$ cat src/hw/rtl/gww_pkg.sv
// Shared types and constants for the greedy word-wrap line breaker.
// No dependencies; every other file of the block imports this package.
`default_nettype none

package gww_pkg;

   // item kind codes
   localparam logic [1:0] KIND_SPACE   = 2'd1;
   localparam logic [1:0] KIND_NEWLINE = 2'd2;

   localparam int KIND_BITS        = 2;
   localparam int GLYPH_BITS       = 8;
   localparam int OUT_POS_BITS     = 16;
   localparam int LINE_WIDTH_BITS  = 20;
   localparam logic [LINE_WIDTH_BITS-1:0] LINE_WIDTH_RESET = 20'd320;

   localparam int POSITION_BITS_DEF = 16;
   localparam int WIDTH_BITS_DEF    = 20;

   typedef struct packed {
      logic [KIND_BITS-1:0]  item_kind;
      logic [GLYPH_BITS-1:0] glyph_px;
      logic [GLYPH_BITS-1:0] glyph_spacing;
      logic                  last_of_text;
   } item_type;

endpackage

`default_nettype wire

$ cat src/hw/rtl/gww_req_if.sv
// Glyph item channel of the word-wrap block: valid/ready plus item fields.
// Depends on gww_pkg for field widths.
`default_nettype none

interface gww_req_if;
   import gww_pkg::*;

   logic                  valid;
   logic                  ready;
   logic [KIND_BITS-1:0]  item_kind;
   logic [GLYPH_BITS-1:0] glyph_px;
   logic [GLYPH_BITS-1:0] glyph_spacing;
   logic                  last_of_text;

   modport source (output valid, item_kind, glyph_px, glyph_spacing, last_of_text,
                   input ready);
   modport sink   (input valid, item_kind, glyph_px, glyph_spacing, last_of_text,
                   output ready);
endinterface

`default_nettype wire

$ cat src/hw/rtl/gww_rsp_if.sv
// Break result channel of the word-wrap block: valid/ready plus result fields.
// Depends on gww_pkg for field widths.
`default_nettype none

interface gww_rsp_if;
   import gww_pkg::*;

   logic                    valid;
   logic                    ready;
   logic                    break_earlier;
   logic [OUT_POS_BITS-1:0] earlier_position;
   logic                    break_here;
   logic [OUT_POS_BITS-1:0] item_position;

   modport source (output valid, break_earlier, earlier_position, break_here, item_position,
                   input ready);
   modport sink   (input valid, break_earlier, earlier_position, break_here, item_position,
                   output ready);
endinterface

`default_nettype wire

$ cat src/hw/rtl/gww_in_reg.sv
// Input register stage: captures one glyph item per transfer.
// Depends on gww_pkg and gww_req_if.
`default_nettype none

module gww_in_reg (
   input  wire logic         clock,
   input  wire logic         reset,
   gww_req_if.sink           req_chan,
   input  wire logic         core_ready,
   output gww_pkg::item_type item,
   output logic              item_valid
);
   import gww_pkg::*;

   logic     valid_ff, valid_in;
   item_type item_ff;
   logic     take;

   assign req_chan.ready = !valid_ff || core_ready;
   assign take           = req_chan.valid && req_chan.ready;

   always_comb begin
      if (take) begin
         valid_in = 1'b1;
      end else if (core_ready) begin
         valid_in = 1'b0;
      end else begin
         valid_in = valid_ff;
      end
   end

   always_ff @(posedge clock) begin
      if (reset) begin
         valid_ff <= 1'b0;
      end else begin
         valid_ff <= valid_in;
      end
   end

   always_ff @(posedge clock) begin
      if (take) begin
         item_ff.item_kind     <= req_chan.item_kind;
         item_ff.glyph_px      <= req_chan.glyph_px;
         item_ff.glyph_spacing <= req_chan.glyph_spacing;
         item_ff.last_of_text  <= req_chan.last_of_text;
      end
   end

   assign item       = item_ff;
   assign item_valid = valid_ff;

endmodule

`default_nettype wire

$ cat src/hw/rtl/gww_core.sv
// Line-breaking state, per-item decision logic and the result register.
// Depends on gww_pkg and gww_rsp_if.
`default_nettype none

module gww_core #(
   parameter int POSITION_BITS = gww_pkg::POSITION_BITS_DEF,
   parameter int WIDTH_BITS    = gww_pkg::WIDTH_BITS_DEF
) (
   input  wire logic                                clock,
   input  wire logic                                reset,
   input  wire logic                                csr_wr_en,
   input  wire logic [gww_pkg::LINE_WIDTH_BITS-1:0] csr_wr_data,
   input  wire gww_pkg::item_type                   item,
   input  wire logic                                item_valid,
   output logic                                     core_ready,
   gww_rsp_if.source                                rsp_chan
);
   import gww_pkg::*;

   localparam int P  = POSITION_BITS;
   localparam int W  = WIDTH_BITS;
   // compare width: holds every exact sum and the line width register
   localparam int CB = (W + 2 > LINE_WIDTH_BITS + 1) ? W + 2 : LINE_WIDTH_BITS + 1;
   // position width before truncation to the output field
   localparam int XB = (P > OUT_POS_BITS) ? P + 1 : OUT_POS_BITS + 1;
   localparam logic [P-1:0]  POS_ONE  = P'(1);
   localparam logic [P-1:0]  CNT_MAX  = {P{1'b1}};
   localparam logic [CB-1:0] WMAX_EXT = {{(CB-W){1'b0}}, {W{1'b1}}};

   function automatic logic [W-1:0] sat_width(input logic [CB-1:0] v);
      return (v > WMAX_EXT) ? {W{1'b1}} : v[W-1:0];
   endfunction

   // state
   logic [LINE_WIDTH_BITS-1:0] csr_line_width_ff;
   logic [P-1:0]          pos_ff, pos_in;
   logic [P-1:0]          cnt_ff, cnt_in;
   logic [W-1:0]          word_ff, word_in;
   logic [W-1:0]          line_ff, line_in;
   logic [GLYPH_BITS-1:0] lead_ff, lead_in;
   logic [GLYPH_BITS-1:0] prev_sp_ff, prev_sp_in;
   logic                  prev_valid_ff, prev_valid_in;
   logic                  allowed_ff, allowed_in;

   // result register
   logic                    rsp_valid_ff, rsp_valid_in;
   logic                    brk_early_ff, brk_early_in;
   logic                    brk_here_ff, brk_here_in;
   logic [OUT_POS_BITS-1:0] early_pos_ff, early_pos_in;
   logic [OUT_POS_BITS-1:0] item_pos_ff, item_pos_in;

   logic                  advance;
   logic [CB-1:0]         gw_ext, app_ext, lw_ext, fits_sum, line_sum;
   logic [GLYPH_BITS-1:0] app;
   logic                  over_word;
   logic [P-1:0]          earlier, cnt_inc;
   logic [XB-1:0]         earlier_x, pos_x;

   assign core_ready = !rsp_valid_ff || rsp_chan.ready;
   assign advance    = item_valid && core_ready;

   always_comb begin
      gw_ext    = {{(CB-GLYPH_BITS){1'b0}}, item.glyph_px};
      lw_ext    = {{(CB-LINE_WIDTH_BITS){1'b0}}, csr_line_width_ff};
      fits_sum  = {{(CB-W){1'b0}}, line_ff} + {{(CB-GLYPH_BITS){1'b0}}, lead_ff}
                + {{(CB-W){1'b0}}, word_ff};
      over_word = fits_sum > lw_ext;
      earlier   = pos_ff - cnt_ff - POS_ONE;
      earlier_x = {{(XB-P){1'b0}}, earlier};
      pos_x     = {{(XB-P){1'b0}}, pos_ff};
      // first glyph of a line carries no leading spacing
      if (prev_valid_ff) begin
         app = (item.glyph_spacing > prev_sp_ff) ? item.glyph_spacing : prev_sp_ff;
      end else begin
         app = '0;
      end
      app_ext = {{(CB-GLYPH_BITS){1'b0}}, app};
      cnt_inc = (cnt_ff != CNT_MAX) ? cnt_ff + POS_ONE : cnt_ff;

      cnt_in        = cnt_ff;
      word_in       = word_ff;
      line_in       = line_ff;
      lead_in       = lead_ff;
      prev_sp_in    = prev_sp_ff;
      prev_valid_in = prev_valid_ff;
      allowed_in    = allowed_ff;
      brk_early_in  = 1'b0;
      brk_here_in   = 1'b0;
      line_sum      = '0;

      case (item.item_kind)
         KIND_NEWLINE: begin
            brk_early_in  = allowed_ff && (cnt_ff != '0) && over_word;
            cnt_in        = '0;
            word_in       = '0;
            line_in       = '0;
            prev_valid_in = 1'b0;
            prev_sp_in    = '0;
            allowed_in    = 1'b0;
         end
         KIND_SPACE: begin
            if (cnt_ff != '0) begin
               if (allowed_ff && over_word) begin
                  // word moves to a new line: line restarts with the word and this space
                  brk_early_in = 1'b1;
                  line_sum     = {{(CB-W){1'b0}}, word_ff} + app_ext + gw_ext;
               end else begin
                  line_sum = fits_sum + app_ext + gw_ext;
               end
               cnt_in  = '0;
               word_in = '0;
            end else begin
               line_sum = {{(CB-W){1'b0}}, line_ff} + app_ext + gw_ext;
            end
            if (line_sum > lw_ext) begin
               line_in       = '0;
               prev_valid_in = 1'b0;
               prev_sp_in    = '0;
               allowed_in    = 1'b0;
               brk_here_in   = 1'b1;
            end else begin
               line_in       = sat_width(line_sum);
               prev_valid_in = 1'b1;
               prev_sp_in    = item.glyph_spacing;
               allowed_in    = 1'b1;
            end
         end
         default: begin
            // ordinary glyph, and the unused code treated likewise
            cnt_in = cnt_inc;
            if (cnt_inc == POS_ONE) begin
               lead_in = app;
               word_in = {{(W-GLYPH_BITS){1'b0}}, item.glyph_px};
            end else begin
               word_in = sat_width({{(CB-W){1'b0}}, word_ff} + app_ext + gw_ext);
            end
            prev_valid_in = 1'b1;
            prev_sp_in    = item.glyph_spacing;
         end
      endcase

      early_pos_in = brk_early_in ? earlier_x[OUT_POS_BITS-1:0] : '0;
      item_pos_in  = pos_x[OUT_POS_BITS-1:0];

      if (item.last_of_text) begin
         pos_in        = '0;
         cnt_in        = '0;
         word_in       = '0;
         line_in       = '0;
         lead_in       = '0;
         prev_sp_in    = '0;
         prev_valid_in = 1'b0;
         allowed_in    = 1'b0;
      end else begin
         pos_in = pos_ff + POS_ONE;
      end

      if (advance) begin
         rsp_valid_in = 1'b1;
      end else if (rsp_chan.ready) begin
         rsp_valid_in = 1'b0;
      end else begin
         rsp_valid_in = rsp_valid_ff;
      end
   end

   always_ff @(posedge clock) begin
      if (reset) begin
         csr_line_width_ff <= LINE_WIDTH_RESET;
      end else if (csr_wr_en) begin
         csr_line_width_ff <= csr_wr_data;
      end
   end

   always_ff @(posedge clock) begin
      if (reset) begin
         pos_ff        <= '0;
         cnt_ff        <= '0;
         word_ff       <= '0;
         line_ff       <= '0;
         lead_ff       <= '0;
         prev_sp_ff    <= '0;
         prev_valid_ff <= 1'b0;
         allowed_ff    <= 1'b0;
      end else if (advance) begin
         pos_ff        <= pos_in;
         cnt_ff        <= cnt_in;
         word_ff       <= word_in;
         line_ff       <= line_in;
         lead_ff       <= lead_in;
         prev_sp_ff    <= prev_sp_in;
         prev_valid_ff <= prev_valid_in;
         allowed_ff    <= allowed_in;
      end
   end

   always_ff @(posedge clock) begin
      if (reset) begin
         rsp_valid_ff <= 1'b0;
      end else begin
         rsp_valid_ff <= rsp_valid_in;
      end
   end

   always_ff @(posedge clock) begin
      if (advance) begin
         brk_early_ff <= brk_early_in;
         early_pos_ff <= early_pos_in;
         brk_here_ff  <= brk_here_in;
         item_pos_ff  <= item_pos_in;
      end
   end

   assign rsp_chan.valid            = rsp_valid_ff;
   assign rsp_chan.break_earlier    = brk_early_ff;
   assign rsp_chan.earlier_position = early_pos_ff;
   assign rsp_chan.break_here       = brk_here_ff;
   assign rsp_chan.item_position    = item_pos_ff;

endmodule

`default_nettype wire

$ cat src/hw/rtl/greedy_word_wrap.sv
// Greedy word-wrap line breaker, top level.
// Depends on gww_pkg, gww_req_if, gww_rsp_if, gww_in_reg and gww_core.
//
// Usage:
//   req_chan carries glyph items (kind, width, font spacing, last flag);
//   rsp_chan returns exactly one result per item, in order: whether the
//   space before the current word and/or this space become line breaks,
//   with their stream positions. csr_wr_en/csr_wr_data write the line
//   width; write it only while no item is in flight.
//   A result passes the input register, then the result register after
//   one pass of adders and comparators over the running line and word
//   widths. Throughput: one item per cycle while the receiver does not
//   stall; the running sums are combinational, so consecutive items
//   need no gap. Reset clears the running line state and both valid
//   registers and sets the line width to 320. When the receiver stalls,
//   the result register holds, the input register takes one more item
//   if it is empty, and then req_chan.ready drops until the result is
//   taken.
`default_nettype none

module greedy_word_wrap #(
   parameter int POSITION_BITS = gww_pkg::POSITION_BITS_DEF,
   parameter int WIDTH_BITS    = gww_pkg::WIDTH_BITS_DEF
) (
   input  wire logic                                clock,
   input  wire logic                                reset,
   gww_req_if.sink                                  req_chan,
   gww_rsp_if.source                                rsp_chan,
   input  wire logic                                csr_wr_en,
   input  wire logic [gww_pkg::LINE_WIDTH_BITS-1:0] csr_wr_data
);
   import gww_pkg::*;

   item_type item;
   logic     item_valid;
   logic     core_ready;

   gww_in_reg u_in_reg (
      .clock      (clock),
      .reset      (reset),
      .req_chan   (req_chan),
      .core_ready (core_ready),
      .item       (item),
      .item_valid (item_valid)
   );

   gww_core #(
      .POSITION_BITS (POSITION_BITS),
      .WIDTH_BITS    (WIDTH_BITS)
   ) u_core (
      .clock       (clock),
      .reset       (reset),
      .csr_wr_en   (csr_wr_en),
      .csr_wr_data (csr_wr_data),
      .item        (item),
      .item_valid  (item_valid),
      .core_ready  (core_ready),
      .rsp_chan    (rsp_chan)
   );

endmodule

`default_nettype wire

$ cat src/flat_wrapper.sv
// flat-port wrapper written by rule: the top's interface ports become plain ports
module greedy_word_wrap_flat import gww_pkg::*;
#(
   parameter int POSITION_BITS = gww_pkg::POSITION_BITS_DEF,
   parameter int WIDTH_BITS    = gww_pkg::WIDTH_BITS_DEF
)
  (clock, reset, csr_wr_en, csr_wr_data, req_chan_valid, req_chan_item_kind, req_chan_glyph_px, req_chan_glyph_spacing, req_chan_last_of_text, req_chan_ready, rsp_chan_valid, rsp_chan_break_earlier, rsp_chan_earlier_position, rsp_chan_break_here, rsp_chan_item_position, rsp_chan_ready);
  gww_req_if req_chan_i ();
  gww_rsp_if rsp_chan_i ();
  input  wire logic clock;
  input  wire logic reset;
  input  wire logic csr_wr_en;
  input  wire logic [gww_pkg::LINE_WIDTH_BITS-1:0] csr_wr_data;
  input wire logic [$bits(req_chan_i.valid)-1:0] req_chan_valid;
  input wire logic [$bits(req_chan_i.item_kind)-1:0] req_chan_item_kind;
  input wire logic [$bits(req_chan_i.glyph_px)-1:0] req_chan_glyph_px;
  input wire logic [$bits(req_chan_i.glyph_spacing)-1:0] req_chan_glyph_spacing;
  input wire logic [$bits(req_chan_i.last_of_text)-1:0] req_chan_last_of_text;
  output wire logic [$bits(req_chan_i.ready)-1:0] req_chan_ready;
  output wire logic [$bits(rsp_chan_i.valid)-1:0] rsp_chan_valid;
  output wire logic [$bits(rsp_chan_i.break_earlier)-1:0] rsp_chan_break_earlier;
  output wire logic [$bits(rsp_chan_i.earlier_position)-1:0] rsp_chan_earlier_position;
  output wire logic [$bits(rsp_chan_i.break_here)-1:0] rsp_chan_break_here;
  output wire logic [$bits(rsp_chan_i.item_position)-1:0] rsp_chan_item_position;
  input wire logic [$bits(rsp_chan_i.ready)-1:0] rsp_chan_ready;
  assign req_chan_i.valid = req_chan_valid;
  assign req_chan_i.item_kind = req_chan_item_kind;
  assign req_chan_i.glyph_px = req_chan_glyph_px;
  assign req_chan_i.glyph_spacing = req_chan_glyph_spacing;
  assign req_chan_i.last_of_text = req_chan_last_of_text;
  assign req_chan_ready = req_chan_i.ready;
  assign rsp_chan_valid = rsp_chan_i.valid;
  assign rsp_chan_break_earlier = rsp_chan_i.break_earlier;
  assign rsp_chan_earlier_position = rsp_chan_i.earlier_position;
  assign rsp_chan_break_here = rsp_chan_i.break_here;
  assign rsp_chan_item_position = rsp_chan_i.item_position;
  assign rsp_chan_i.ready = rsp_chan_ready;
  greedy_word_wrap #(.POSITION_BITS(POSITION_BITS), .WIDTH_BITS(WIDTH_BITS)) u_core (.clock(clock), .reset(reset), .req_chan(req_chan_i), .rsp_chan(rsp_chan_i), .csr_wr_en(csr_wr_en), .csr_wr_data(csr_wr_data));
endmodule
$ cat config.mk
export PLATFORM = sky130hd
export DESIGN_NAME = greedy_word_wrap_flat
export DESIGN_NICKNAME = d
export VERILOG_FILES = /design/src/hw/rtl/gww_pkg.sv /design/src/hw/rtl/gww_req_if.sv /design/src/hw/rtl/gww_rsp_if.sv /design/src/hw/rtl/gww_in_reg.sv /design/src/hw/rtl/gww_core.sv /design/src/hw/rtl/greedy_word_wrap.sv /design/src/flat_wrapper.sv
export SDC_FILE = /design/constraint.sdc
export NUM_CORES = 1
export LEC_CHECK = 0
export ABC_AREA = 1
export BUFFER_PORTS_ARGS = -buffer_cell sky130_fd_sc_hd__clkbuf_2
export CORE_MARGIN = 2
export CORE_UTILIZATION = 40
export DETAILED_ROUTE_END_ITERATION = 7
export GPL_ROUTABILITY_DRIVEN = 1
export PLACE_DENSITY = 0.63
export SLEW_MARGIN = 25
export SYNTH_ARGS = -nofsm -noshare
export SYNTH_HDL_FRONTEND = slang
export SYNTH_HIERARCHICAL = 1
export SYNTH_SLANG_ARGS = --single-unit
export TNS_END_PERCENT = 30
$ cat constraint.sdc
create_clock -name clock -period 13.6 [get_ports clock]
set_clock_uncertainty 0.15 [all_clocks]
set_input_delay 0.68 -clock clock [delete_from_list [all_inputs] [get_ports clock]]
set_output_delay 0.68 -clock clock [all_outputs]
set_load 0.02 [all_outputs]
==> flow_summary.ini <==
[cells_and_area]
postLayoutCoreUtil_pct = 44.7
num-fill-cells = 3412
layout-drive-gt1-share_pct = 9.01
area.growth.synth_to_final_pct = 10.2
diodes = 0
final_nets = 2145

[pwr]
combinational_power_share_pct = 17.7
powerDensity_nw_per_um2 = 84.0
p_int_w = 0.000849
power.switching_fraction_pct = 30.4
leakagePower_nw = 6.97
power.switching_w = 0.000372
share_clk_of_total_power_pct = 38.5
ir_worst_vdd_mv = 0.0870
power.share.sequential_pct = 43.8

[job]
timing.max_cap.violations = 0

[route]
post_dr_vias_cell = 5.09
detail_route.wirelength_um = 37100
vias = 12200
drc = 0
post_drt_wl_per_cell_um = 15.5
detail_route.iter0.violations = 867
drt-pass1-iter-count = 5
final_antenna_net_count = 0

[clocking]
cts_resized = 0
tritoncts = built
total_of_hold_buffers_inserted_after_clock_tree_synthesis = 0
cts.sinks = 165
numCtsBuffers = 17
clock_path_buffers = 2
worstSkewPairLatency_ns = 0.45
ctsHtreeMaxLevel = 4
cts.repair_timing.setup_buffer_count = 0
cts.reportedPaths.clkPinSlew_ns = 0.07
cts.root.buffer_cell = clkbuf_16

[global_routing]
grt_pass1_wl_um = 58100
overflow = 0
first_global_vias = 11200
grt_start_max_net_pins = 70
groute.usage.overall_pct = 21.8
number_of_antenna_violations_at_the_first_check_in_global_routing = 0

[setup_path]
crit_path_end_kind = flip-flop
cpMostUsedCell = nand2_1
worst-path-buf-inv = 8
crit_path_start_kind = flip-flop
reg2reg_to = u_core/u_core/line_ff[2]
required_ns = 13.82
timing.critical_path.max_delay_family = simple AND/OR/NAND/NOR gates
cp_data_arrival_time_ns = 7.48
reg2reg_depth = 36
crit_path_max_fanout = 20
r2r_slack_ns = 6.34
path_class = flip-flop to flip-flop
timing.rr.start = u_core/u_core/word_ff[1]
critical-path-max-stage-delay_ns = 0.56
critical-path-slowest-cell = nand4_2
number_of_cells_on_the_critical_path = 36

[timing]
rsz_0062_raised_after_global_routing = no
final_period_minus_worst_setup_slack_ns = 7.26
slew_violations = 0
slew_headroom_pct = 37.4
achievable-frequency_mhz = 138
worstMarginPinSlew_ns = 0.937
finalSetupViolCount = 0
finalSetupTns_ns = 0
post-route-period-util_pct = 53.4
finalHoldViolCount = 0

[logic_synthesis]
synthTopCellsByArea = dfxtp_1 17%, edfxtp_1 12%, ha_1 12%
syn_inst = 1878
postSynthRegisterBits = 165
synth.cell_area_um2 = 13200
number_of_warning_messages_in_the_yosys_log = 6
avgSynthCellArea_um2 = 7.02
synth_top_area_cell = dfxtp_1
yosysTopAreaCellShare_pct = 17.0
synth.net_count = 2082
synth_enable_flop_cells = 53
ys.flop_type = dfxtp_1
synth_seq_area_share_pct = 29.1
async_reset_ff_share_pct = 0
synth_cell_types = 52

[place]
dp_hpwl_um = 29200
port-buffer-count = 79
place_congestion = 0.948

[floorplanning]
floorplan_core_area_um2 = 32500
io_pins = 80
die-area_um2 = 34400
die_w_um = 186
chipHeight_um = 186
fp-row-count = 66
initial_utilization_pct = 40.5

[outcome]
result_of_the_run = complete, no violations

[hold_path]
hold_end = u_core/u_in_reg/item[11]
type_of_the_tightest_min_delay_check = input port to flip-flop
worstHoldPathCells = 1
hold_path.startpoint = req_chan_glyph_px[2]
[sequential cells by signal, summed over array words and instances (netlist names), 8 cells and up]
name and flops:
u_core/u_core/cnt_ff 16, u_core/u_core/csr_line_width_ff 20, u_core/u_core/item_pos_in 16, u_core/u_core/lead_ff 8
u_core/u_core/line_ff 20, u_core/u_core/prev_sp_ff 8, u_core/u_core/rsp_chan.earlier_position 16, u_core/u_core/rsp_chan.item_position 16
u_core/u_core/word_ff 20, u_core/u_in_reg/item 19
[cell usage after synthesis, types with 29 or more instances]
library cell,count
o21ai_0,73
nand3_1,105
nand2_1,400
nand4_1,33
inv_1,284
nor3_1,39
ha_1,123
dfxtp_1,112
edfxtp_1,53
a21oi_1,165
xor2_1,42
clkbuf_1,29
fa_1,37
nor2_1,248
[worst max-delay path by stage]
stage / from / endpoint
floorplan: u_core/u_core/word_ff[1] / u_core/u_core/line_ff[6]
global placement: u_core/u_core/word_ff[1] / u_core/u_core/line_ff[1]
detailed placement: u_core/u_core/word_ff[1] / u_core/u_core/line_ff[1]
CTS: u_core/u_core/word_ff[1] / u_core/u_core/line_ff[1]
global route: u_core/u_core/word_ff[1] / u_core/u_core/line_ff[16]
finish: u_core/u_core/word_ff[1] / u_core/u_core/line_ff[2]
[logic make-up after synthesis]
group	share of synthesized area, %
compound gates	10.8
simple gates	29.1
flops	29.1
buf+inv	10.2
fa+ha+maj	17.3
xor+xnor	3.52
[metrics by stage]
step / instances / power, W / hold WS (ns) / cell area [um2] / worst slack, ns
after detailed placement: 2364 / 0.000759 / 0.323 / 14000 / 6.46
after CTS: 2396 / 0.00123 / 0.243 / 14500 / 6.43
final: 2396 / 0.00122 / 0.264 / 14500 / 6.34
after floorplan: 1878 / 0.000695 / 0.284 / 13200 / 7.85
after global placement: 2364 / 0.000756 / 0.321 / 14000 / 6.59
after global routing: 2396 / 0.00128 / 0.245 / 14500 / 5.68
[power groups by stage]
stage                     clock [W]  combinational, W  sequential (W)
final                      0.000471          0.000216        0.000535
after CTS                  0.000482          0.000215        0.000535
after global routing       0.000500          0.000244        0.000537
after floorplan                   0          0.000147        0.000548
after global placement            0          0.000210        0.000546
after detailed placement          0          0.000213        0.000546
[final cells by class]
| cell class | count | area (um2) | share of cell area (%) |
|---|---|---|---|
| Clock buffer | 24 | 483 | 3.32 |
| Clock inverter | 8 | 65.1 | 0.448 |
| Inverter | 300 | 1130 | 7.78 |
| Multi-Input combinational cell | 1371 | 8030 | 55.2 |
| Sequential cell | 165 | 3830 | 26.4 |
| Tap cell | 442 | 553 | 3.80 |
| Timing Repair Buffer | 86 | 448 | 3.08 |
[metal layers]
metal | vias up | part of all wire [%] | global-route usage, % | routed length (um)
li1 | 6205 | - | - | -
met1 | 5590 | 45 | 28.5 | 16700
met2 | 330 | 47 | 36.1 | 17300
met3 | 68 | 4.6 | 3.05 | 1700
met4 | 0 | 3.6 | 9.10 | 1320
met5 | - | 0 | 0 | 0
[cells in the final DEF, fill, tap and decap left out, types with 42 or more instances in the layout]
cell / count
inv_1: 283
o21ai_0: 73
a21oi_1: 163
clkbuf_2: 79
nand2_1: 400
dfxtp_1: 112
ha_1: 123
edfxtp_1: 53
xor2_1: 42
nor2_1: 248
nand3_1: 105
Note: power is estimated with default switching activity, not from simulation.
